File: src/hw/rtl/tcse_pkg.sv
// Package for the TCP connection segment engine: flags, phases, codes.
// No dependencies.
`default_nettype none
package tcse_pkg;
  localparam int unsigned MaxConnDefault = 16;
  localparam logic [15:0] MssReset = 16'd1460;

  localparam logic [8:0] FlFin = 9'h001;
  localparam logic [8:0] FlSyn = 9'h002;
  localparam logic [8:0] FlPsh = 9'h008;
  localparam logic [8:0] FlAck = 9'h010;

  localparam logic [1:0] PhClosed  = 2'd0;
  localparam logic [1:0] PhSynSent = 2'd1;
  localparam logic [1:0] PhEstab   = 2'd2;
  localparam logic [1:0] PhClosing = 2'd3;

  localparam logic [1:0] ReqSeg   = 2'd0;
  localparam logic [1:0] ReqOpen  = 2'd1;
  localparam logic [1:0] ReqClose = 2'd2;

  localparam logic [1:0] StOk      = 2'd0;
  localparam logic [1:0] StFull    = 2'd1;
  localparam logic [1:0] StNoConn  = 2'd2;

  // Result of a table search, handed from the search unit to the sequencer.
  typedef struct packed {
    logic       done;
    logic       hit;
  } search_t;
endpackage
`default_nettype wire

File: src/hw/rtl/tcse_search.sv
// Sequential key search over the connection table, one entry per cycle.
// Depends on tcse_pkg.
`default_nettype none
module tcse_search #(
  parameter int unsigned MaxConn = tcse_pkg::MaxConnDefault,
  parameter int unsigned IdxW = (MaxConn > 1) ? $clog2(MaxConn) : 1
) (
  input  wire logic            clk_i,
  input  wire logic            rst_ni,
  input  wire logic            go_i,
  input  wire logic [31:0]     rd_key_i,
  input  wire logic            rd_valid_i,
  input  wire logic [31:0]     key_i,
  output logic [IdxW-1:0]      idx_o,
  output tcse_pkg::search_t    res_o
);
  logic [IdxW:0] cnt_q, cnt_d;
  logic          act_q, act_d;
  tcse_pkg::search_t res_d, res_q;

  // Walk the table; the caller reads the entry at idx_o each cycle.
  always_comb begin
    cnt_d = cnt_q;
    act_d = act_q;
    res_d = '0;
    if (go_i) begin
      cnt_d = '0;
      act_d = 1'b1;
    end else if (act_q) begin
      if (rd_valid_i && rd_key_i == key_i) begin
        res_d = '{done: 1'b1, hit: 1'b1};
        act_d = 1'b0;
      end else if (cnt_q == (IdxW+1)'(MaxConn - 1)) begin
        res_d = '{done: 1'b1, hit: 1'b0};
        act_d = 1'b0;
      end else begin
        cnt_d = cnt_q + 1'b1;
      end
    end
  end

  always_ff @(posedge clk_i or negedge rst_ni) begin
    if (!rst_ni) begin
      cnt_q <= '0;
      act_q <= 1'b0;
      res_q <= '0;
    end else begin
      cnt_q <= cnt_d;
      act_q <= act_d;
      res_q <= res_d;
    end
  end

  assign idx_o = cnt_q[IdxW-1:0];
  assign res_o = res_q;
endmodule
`default_nettype wire

File: src/hw/rtl/tcp_connection_segment_engine_core.sv
// Top level of the TCP connection segment engine: sequencer and table.
// Depends on tcse_pkg and tcse_search.
//
// channel   direction  handshake         payload
// request   in         start & !busy     req_type_i .. segment_len_i
// result    out        done_o strobe     send_o .. status_o
// config    in         cfg_valid_i/ready cfg_data_i (advertised_mss)
//
// From acceptance to the edge that takes its result, an item passes through a
// search step per table entry compared, a step that registers the search
// result, an update step, and the strobe cycle. busy is high from acceptance
// until the strobe cycle, in which a new word may be taken. Reset clears the
// valid bits and the fill count at once. The receiver cannot stall.
`default_nettype none
module tcp_connection_segment_engine_core #(
  parameter int unsigned MaxConn = tcse_pkg::MaxConnDefault
) (
  input  wire logic        clk_i,
  input  wire logic        rst_ni,
  input  wire logic        start,
  output logic             busy,
  input  wire logic        cfg_valid_i,
  output logic             cfg_ready_o,
  input  wire logic [15:0] cfg_data_i,
  input  wire logic [1:0]  req_type_i,
  input  wire logic [15:0] local_port_i,
  input  wire logic [15:0] remote_port_i,
  input  wire logic [31:0] remote_ip_i,
  input  wire logic [31:0] seq_num_i,
  input  wire logic [31:0] ack_num_i,
  input  wire logic [8:0]  seg_flags_i,
  input  wire logic [15:0] segment_len_i,
  output logic             done_o,
  output logic             send_o,
  output logic [8:0]       out_flags_o,
  output logic [31:0]      out_seq_o,
  output logic [31:0]      out_ack_o,
  output logic [15:0]      out_local_port_o,
  output logic [15:0]      out_remote_port_o,
  output logic [31:0]      out_remote_ip_o,
  output logic [2:0]       out_header_words_o,
  output logic             deliver_o,
  output logic [3:0]       conn_index_o,
  output logic [1:0]       conn_phase_out_o,
  output logic [1:0]       status_o
);
  localparam int unsigned IdxW = (MaxConn > 1) ? $clog2(MaxConn) : 1;

  typedef enum logic [1:0] {S_IDLE, S_SEARCH, S_UPDATE} state_e;

  // Connection table.
  logic [MaxConn-1:0] valid_q;
  logic [31:0] ports_q [MaxConn];
  logic [31:0] ip_q    [MaxConn];
  logic [31:0] seq_q   [MaxConn];
  logic [31:0] ack_q   [MaxConn];
  logic [1:0]  phase_q [MaxConn];
  logic [IdxW:0] fill_q;
  logic [15:0] mss_q;

  state_e state_q;
  logic [1:0]  req_q;
  logic [31:0] key_q, ip_in_q, seq_in_q, ack_in_q;
  logic [8:0]  flags_q;
  logic [15:0] len_q;

  logic [IdxW-1:0] sidx;
  tcse_pkg::search_t sres;
  logic go;

  assign go = start && !busy;
  assign busy = (state_q != S_IDLE);
  assign cfg_ready_o = 1'b1;

  tcse_search #(.MaxConn(MaxConn), .IdxW(IdxW)) u_search (
    .clk_i, .rst_ni, .go_i(go),
    .rd_key_i(ports_q[sidx]), .rd_valid_i(valid_q[sidx]),
    .key_i(key_q), .idx_o(sidx), .res_o(sres)
  );

  // Found index is latched by the search unit's counter.
  logic [IdxW-1:0] hit_idx_q;
  always_ff @(posedge clk_i) hit_idx_q <= sidx;

  // The search result lasts one cycle; hold the hit flag for the update step.
  logic hit_seen_q;
  always_ff @(posedge clk_i or negedge rst_ni) begin
    if (!rst_ni) hit_seen_q <= 1'b0;
    else if (sres.done) hit_seen_q <= sres.hit;
  end

  // Decision logic for the update step.
  logic            full, use_entry, alloc;
  logic [IdxW-1:0] e;
  logic [31:0]     new_ack, r_seq, r_ack, r_ip, r_ports;
  logic [1:0]      r_phase, cur_phase;
  logic            r_send, r_deliver;
  logic [8:0]      r_flags;
  logic [1:0]      r_status;
  always_comb begin
    full      = fill_q == (IdxW+1)'(MaxConn);
    alloc     = 1'b0;
    use_entry = 1'b0;
    e         = hit_seen_q ? hit_idx_q : fill_q[IdxW-1:0];
    r_status  = tcse_pkg::StOk;
    unique case (req_q)
      tcse_pkg::ReqSeg, tcse_pkg::ReqOpen: begin
        if (hit_seen_q) use_entry = 1'b1;
        else if (full) r_status = tcse_pkg::StFull;
        else begin
          alloc = 1'b1;
          use_entry = 1'b1;
        end
      end
      tcse_pkg::ReqClose: begin
        if (hit_seen_q) use_entry = 1'b1;
        else r_status = tcse_pkg::StNoConn;
      end
      default: ;
    endcase
    r_ports   = alloc ? key_q : ports_q[e];
    r_ip      = alloc ? ip_in_q : ip_q[e];
    r_seq     = alloc ? 32'd0 : seq_q[e];
    r_ack     = alloc ? 32'd0 : ack_q[e];
    cur_phase = alloc ? tcse_pkg::PhClosed : phase_q[e];
    r_phase   = cur_phase;
    r_send    = 1'b0;
    r_deliver = 1'b0;
    r_flags   = '0;
    new_ack   = seq_in_q + ((len_q == 16'd0 || (flags_q & tcse_pkg::FlSyn) != '0)
                ? 32'd1 : {16'd0, len_q});
    unique case (req_q)
      tcse_pkg::ReqSeg: begin
        r_seq = ack_in_q;
        r_ack = new_ack;
        priority if (flags_q[1] && flags_q[4]) begin
          r_phase = tcse_pkg::PhEstab;
          r_send = 1'b1; r_flags = tcse_pkg::FlAck;
        end else if (flags_q[3] && flags_q[4]) begin
          r_deliver = 1'b1;
          r_send = 1'b1; r_flags = tcse_pkg::FlAck;
        end else if (flags_q[0] && flags_q[4]) begin
          r_flags = (cur_phase == tcse_pkg::PhEstab) ?
                    (tcse_pkg::FlFin | tcse_pkg::FlAck) : tcse_pkg::FlAck;
          r_send = 1'b1;
          r_phase = tcse_pkg::PhClosed;
        end else if (flags_q[1]) begin
          r_phase = tcse_pkg::PhEstab;
          r_send = 1'b1; r_flags = tcse_pkg::FlSyn | tcse_pkg::FlAck;
        end else begin
        end
      end
      tcse_pkg::ReqOpen: begin
        r_phase = tcse_pkg::PhSynSent;
        r_send = 1'b1; r_flags = tcse_pkg::FlSyn;
      end
      tcse_pkg::ReqClose: begin
        r_phase = tcse_pkg::PhClosing;
        r_send = 1'b1; r_flags = tcse_pkg::FlFin | tcse_pkg::FlAck;
      end
      default: ;
    endcase
  end

  // Sequencer, table control state and the done strobe.
  always_ff @(posedge clk_i or negedge rst_ni) begin
    if (!rst_ni) begin
      state_q <= S_IDLE;
      valid_q <= '0;
      fill_q  <= '0;
      mss_q   <= tcse_pkg::MssReset;
      done_o  <= 1'b0;
    end else begin
      done_o <= 1'b0;
      if (cfg_valid_i) mss_q <= cfg_data_i;
      unique case (state_q)
        S_IDLE: if (go) state_q <= S_SEARCH;
        S_SEARCH: if (sres.done) state_q <= S_UPDATE;
        S_UPDATE: begin
          state_q <= S_IDLE;
          done_o  <= 1'b1;
          if (alloc) begin
            valid_q[e] <= 1'b1;
            fill_q <= fill_q + 1'b1;
          end
        end
        default: state_q <= S_IDLE;
      endcase
    end
  end

  // Payload registers: request capture, table entries, result fields.
  always_ff @(posedge clk_i) begin
    if (go) begin
      req_q <= req_type_i;
      key_q <= {local_port_i, remote_port_i};
      ip_in_q <= remote_ip_i;
      seq_in_q <= seq_num_i;
      ack_in_q <= ack_num_i;
      flags_q <= seg_flags_i;
      len_q <= segment_len_i;
    end
    if (state_q == S_UPDATE) begin
      if (use_entry) begin
        ports_q[e] <= r_ports;
        ip_q[e]    <= r_ip;
        seq_q[e]   <= r_seq;
        ack_q[e]   <= r_ack;
        phase_q[e] <= r_phase;
      end
      send_o             <= use_entry & r_send;
      out_flags_o        <= use_entry ? r_flags : 9'd0;
      out_seq_o          <= use_entry ? r_seq : 32'd0;
      out_ack_o          <= use_entry ? r_ack : 32'd0;
      out_local_port_o   <= use_entry ? r_ports[31:16] : 16'd0;
      out_remote_port_o  <= use_entry ? r_ports[15:0] : 16'd0;
      out_remote_ip_o    <= use_entry ? r_ip : 32'd0;
      out_header_words_o <= (use_entry && r_flags[1]) ? 3'd6 : 3'd5;
      deliver_o          <= use_entry & r_deliver;
      conn_index_o       <= use_entry ? 4'(e) : 4'd0;
      conn_phase_out_o   <= use_entry ? r_phase : 2'd0;
      status_o           <= r_status;
    end
  end
endmodule
`default_nettype wire

File: config.mk
export PLATFORM = sky130hd
export DESIGN_NAME = tcp_connection_segment_engine_core
export DESIGN_NICKNAME = d
export VERILOG_FILES = /design/src/hw/rtl/tcse_pkg.sv /design/src/hw/rtl/tcse_search.sv /design/src/hw/rtl/tcp_connection_segment_engine_core.sv
export SDC_FILE = /design/constraint.sdc
export NUM_CORES = 2
export LEC_CHECK = 0
export BUFFER_PORTS_ARGS = -buffer_cell sky130_fd_sc_hd__buf_2
export CAP_MARGIN = 20
export CORE_MARGIN = 1.5
export CORE_UTILIZATION = 44
export CTS_BUF_LIST = sky130_fd_sc_hd__clkbuf_4 sky130_fd_sc_hd__clkbuf_8 sky130_fd_sc_hd__clkbuf_16
export DETAILED_ROUTE_END_ITERATION = 8
export SLEW_MARGIN = 40
export SYNTH_ARGS = -nofsm -noshare
export SYNTH_HDL_FRONTEND = slang
export SYNTH_HIERARCHICAL = 1
export SYNTH_SLANG_ARGS = --single-unit
export TNS_END_PERCENT = 20
File: constraint.sdc
create_clock -name clk_i -period 14.6 [get_ports clk_i]
set_input_delay 0.73 -clock clk_i [delete_from_list [all_inputs] [get_ports clk_i]]
set_output_delay 0.73 -clock clk_i [all_outputs]
set_load 0.005 [all_outputs]
==> reports/qor.csv <==
stage;metric;value;unit
route;DRC;0;
critical_path;Arrival @ worst endpoint;6.57;ns
sta;Slew headroom;0.3762;
clock_network;clock latency on the worst-skew pair;0.93;ns
sta;Hold WS;0.07509;ns
grt;largest net degree at the start of global routing;98;
critical_path;CP max FO;84;
floorplan;Std-Cell Rows;171;
route;Routed wire per std cell;30.60;um
power;switching power;4.298;mW
floorplan;die span in x;470.9;um
power;Pint;13.04;mW
power;Combinational Power Share;0.157;
logic_synthesis;synthesized cell area;0.09634;mm2
logic_synthesis;cell taking the most area after synthesis;edfxtp_1;
critical_path;Setup Crit Path Kind;flip-flop to flip-flop;
finish;Post-Layout Cell Count;8285;
logic_synthesis;top_reg_cell synth;edfxtp_1;
floorplan;IO Pins;328;
logic_synthesis;Compound-Gate Fraction of Synth Area;0.03948;
logic_synthesis;sequential fraction of the synthesis area;0.7491;
route;First DRT Iteration DRCs;6063;
grt;first-pass GRT wire length;366.5;mm
grt;Total Routing Usage GR;0.2276;
sta;RSZ-0062 raised after global routing;false;
sta;maximum clock rate;168.3;MHz
clock_network;Worst-path clk slew;0.06;ns
placed_design;DP Area;0.1023;mm2
sta;Final min period;5.943;ns
logic_synthesis;Simple-Gate Fraction of Synth Area;0.03314;
placed_design;routability congestion estimate;0.7951;
min_path;Worst Hold Launch;remote_ip_i[7];
route;via count;50720;
clock_network;post-CTS setup buffer count;0;
logic_synthesis;Syn. warnings;6;
floorplan;Initial Utilization;0.4432;
logic_synthesis;combinational family with the most area after synthesis;multiplexers;
finish;area added between synthesis and finish;16.50;%
sta;Final Skew;0.06613;ns
clock_network;H-tree level count;5;
clock_network;CTS max path bufs;4;
sta;max-slew violation count;0;
placed_design;Placed Cells;7698;
floorplan;DIE HEIGHT;470.9;um
critical_path;FF-to-FF setup slack;8.66;ns
finish;fin util;0.5163;
logic_synthesis;multiplexer share of the synthesized area;0.1570;
finish;most frequent cells in the layout;edfxtp_1, mux4_2, buf_2;
logic_synthesis;cells after synthesis;4669;
power;sequential power share;0.465;
power;switch share;0.2479;
min_path;Hold WC Path Type;input port to flip-flop;
sta;Final Hold Viols;0;
logic_synthesis;Post-synth EDFFs;2373;
critical_path;worst r2r src;hit_seen_q;
power;VDD IR max;0.09914;mV
power;power density cells;154.5;mW/mm2
finish;commonest non-fill, non-tap cell in the layout;edfxtp_1;
logic_synthesis;top cell type's share of synthesized area;0.7397;
critical_path;Critical Path Sink Type;flip-flop;
power;Final Power;17.34;mW
finish;cell area after layout;0.1122;mm2
logic_synthesis;Synth cell types;81;
grt;initial antenna violation count;10;
logic_synthesis;Synth area leaders;edfxtp_1, mux4_2, o22ai_1, nand2_1, dfrtp_1;
clock_network;CTS tree;done;
min_path;hold path depth;1;
power;Leak Pwr;35.40;nW
logic_synthesis;Mean Syn Cell Area;20.63;um2
clock_network;Root Driver;clkbuf_16;
sta;period utilisation layout;0.4071;
min_path;hold endpoint;ip_in_q[7];
logic_synthesis;Post-Synth Adder-Cell Area;0.003325;
sta;Final setup violation count;0;
critical_path;WP data required;15.22;ns
route;antenna-violating nets left;0;
clock_network;TritonCTS Sinks;2410;
grt;vias in the first global route;51810;
placed_design;pre-CTS setup slack;8.689;ns
logic_synthesis;#FFs+latches synth;2410;
run_status;outcome;finished clean;
job;max_cap viols;0;
route;drt total wl;253.6;mm
floorplan;Core Box Area;0.2174;mm2
sta;setup TNS;0;ns
finish;layout cell share with drive strength beyond 1;0.3074;
critical_path;worst reg2reg path depth;11;
floorplan;die area;0.2218;mm2
logic_synthesis;post-synthesis xor/xnor area fraction;0.002818;
sta;worst slew pin tran;0.9272;ns
critical_path;Worst Setup Start Kind;flip-flop;
route;TritonRoute pass-1 iters;5;
power;power share of the clock group;0.378;
grt;Remaining Overflow, GRT;0;
sta;fin worst setup slack;8.657;ns
logic_synthesis;asr flop ratio synth;0.01369;
placed_design;buffers added on ports;297;
route;Via density;6.121;
finish;Layout Nets;5450;
clock_network;number of CTS-inserted buffers;274;
critical_path;RR Endpoint;out_remote_port_o[11];
placed_design;DP Wirelength;132.9;mm
## worst max-delay path by stage
stage / slack, ns / depth (start not counted) / from / to
6_report: 8.66 / 11 / hit_seen_q / out_remote_port_o[11]
5_1_grt: 8.40 / 11 / hit_seen_q / out_remote_port_o[11]
4_1_cts: 8.69 / 11 / hit_seen_q / out_local_port_o[0]
3_5_place_dp: 8.69 / 11 / hit_seen_q / out_local_port_o[0]
3_3_place_gp: 8.06 / 11 / hit_seen_q / out_remote_port_o[9]
2_1_floorplan: 6.66 / 7 / hit_seen_q / ack_q[0][0]
## area by class of cell
class,instances,area [um2]
fill,17080,105100
clock buffer,335,7456
timing repair buffer,595,4548
sequential,2410,72170
clock inverter,120,1013
inverter,35,143.9
tap,2854,3571
multi-input combinational,1934,23320
antenna,2,5.005
## metal layers
metal	wire length (um)	GRT usage
met1	109300	0.3329
met3	17980	0.03676
met2	120800	0.3584
met4	5454	0.05787
met5	0	0
## state kept, by name (all words and copies together) (netlist names), 5 cells and up
name,cells
out_seq_o,32
valid_q,16
seq_q,512
out_remote_ip_o,32
phase_q,32
seq_in_q,32
ack_in_q,32
out_local_port_o,16
out_ack_o,32
u_search/cnt_q,5
fill_q,5
ip_in_q,32
len_q,16
out_remote_port_o,16
ack_q,512
key_q,32
ip_q,512
ports_q,512
## Yosys cell counts, drive strengths merged (5+ instances only)
| cell type | number |
|---|---|
| mux4 | 659 |
| clkbuf | 160 |
| buf | 136 |
| o2111ai | 5 |
| nand2b | 30 |
| o211ai | 7 |
| a31oi | 17 |
| or3 | 49 |
| dfrtp | 33 |
| o32ai | 5 |
| nor3 | 16 |
| mux2i | 20 |
| or2 | 8 |
| a41oi | 6 |
| o21ai | 120 |
| nand4 | 29 |
| o21bai | 17 |
| and3 | 7 |
| a21oi | 38 |
| nor2b | 13 |
| inv | 34 |
| ha | 24 |
| nand3 | 46 |
| o31ai | 5 |
| or4 | 6 |
| nand2 | 229 |
| and2 | 87 |
| o22ai | 155 |
| a221oi | 70 |
| a22o | 64 |
| a21o | 9 |
| nor2 | 70 |
| edfxtp | 2373 |
| nor4 | 17 |
| xnor2 | 27 |
| mux2 | 6 |
## worst max-delay path, cell delays in order, from the launching register on
cell	delay, ns
dfrtp_1	0.36
buf_4	0.23
mux2_8	0.78
buf_4	0.76
buf_6	0.63
buf_6	0.64
buf_4	0.61
mux4_2	0.41
a22o_1	0.24
a221oi_1	0.25
o21ai_2	0.26
and2_1	0.25
## power groups by stage
stage          clock, mW  sequential [mW]  combinational [mW]
3_3_place_gp           0             8.20                2.62
2_1_floorplan          0             8.13                1.94
3_5_place_dp           0             8.20                2.71
4_1_cts             6.67             8.06                2.74
5_1_grt             6.92             8.07                2.92
6_report            6.55             8.06                2.73
## logic make-up after synthesis
family,count (synthesis)
flops,2410
other cells,2
simple gates,628
compound gates,557
buf+inv,331
fa+ha+maj,25
xor+xnor,31
mux,685
## timing repair
item,4_1_cts,5_1_grt
gates resized for setup,0,0
endpoints found under the hold margin,160,0
endpoints found under the setup margin,0,0
hold buffers,128,0
Note: power is estimated with default switching activity, not from simulation.
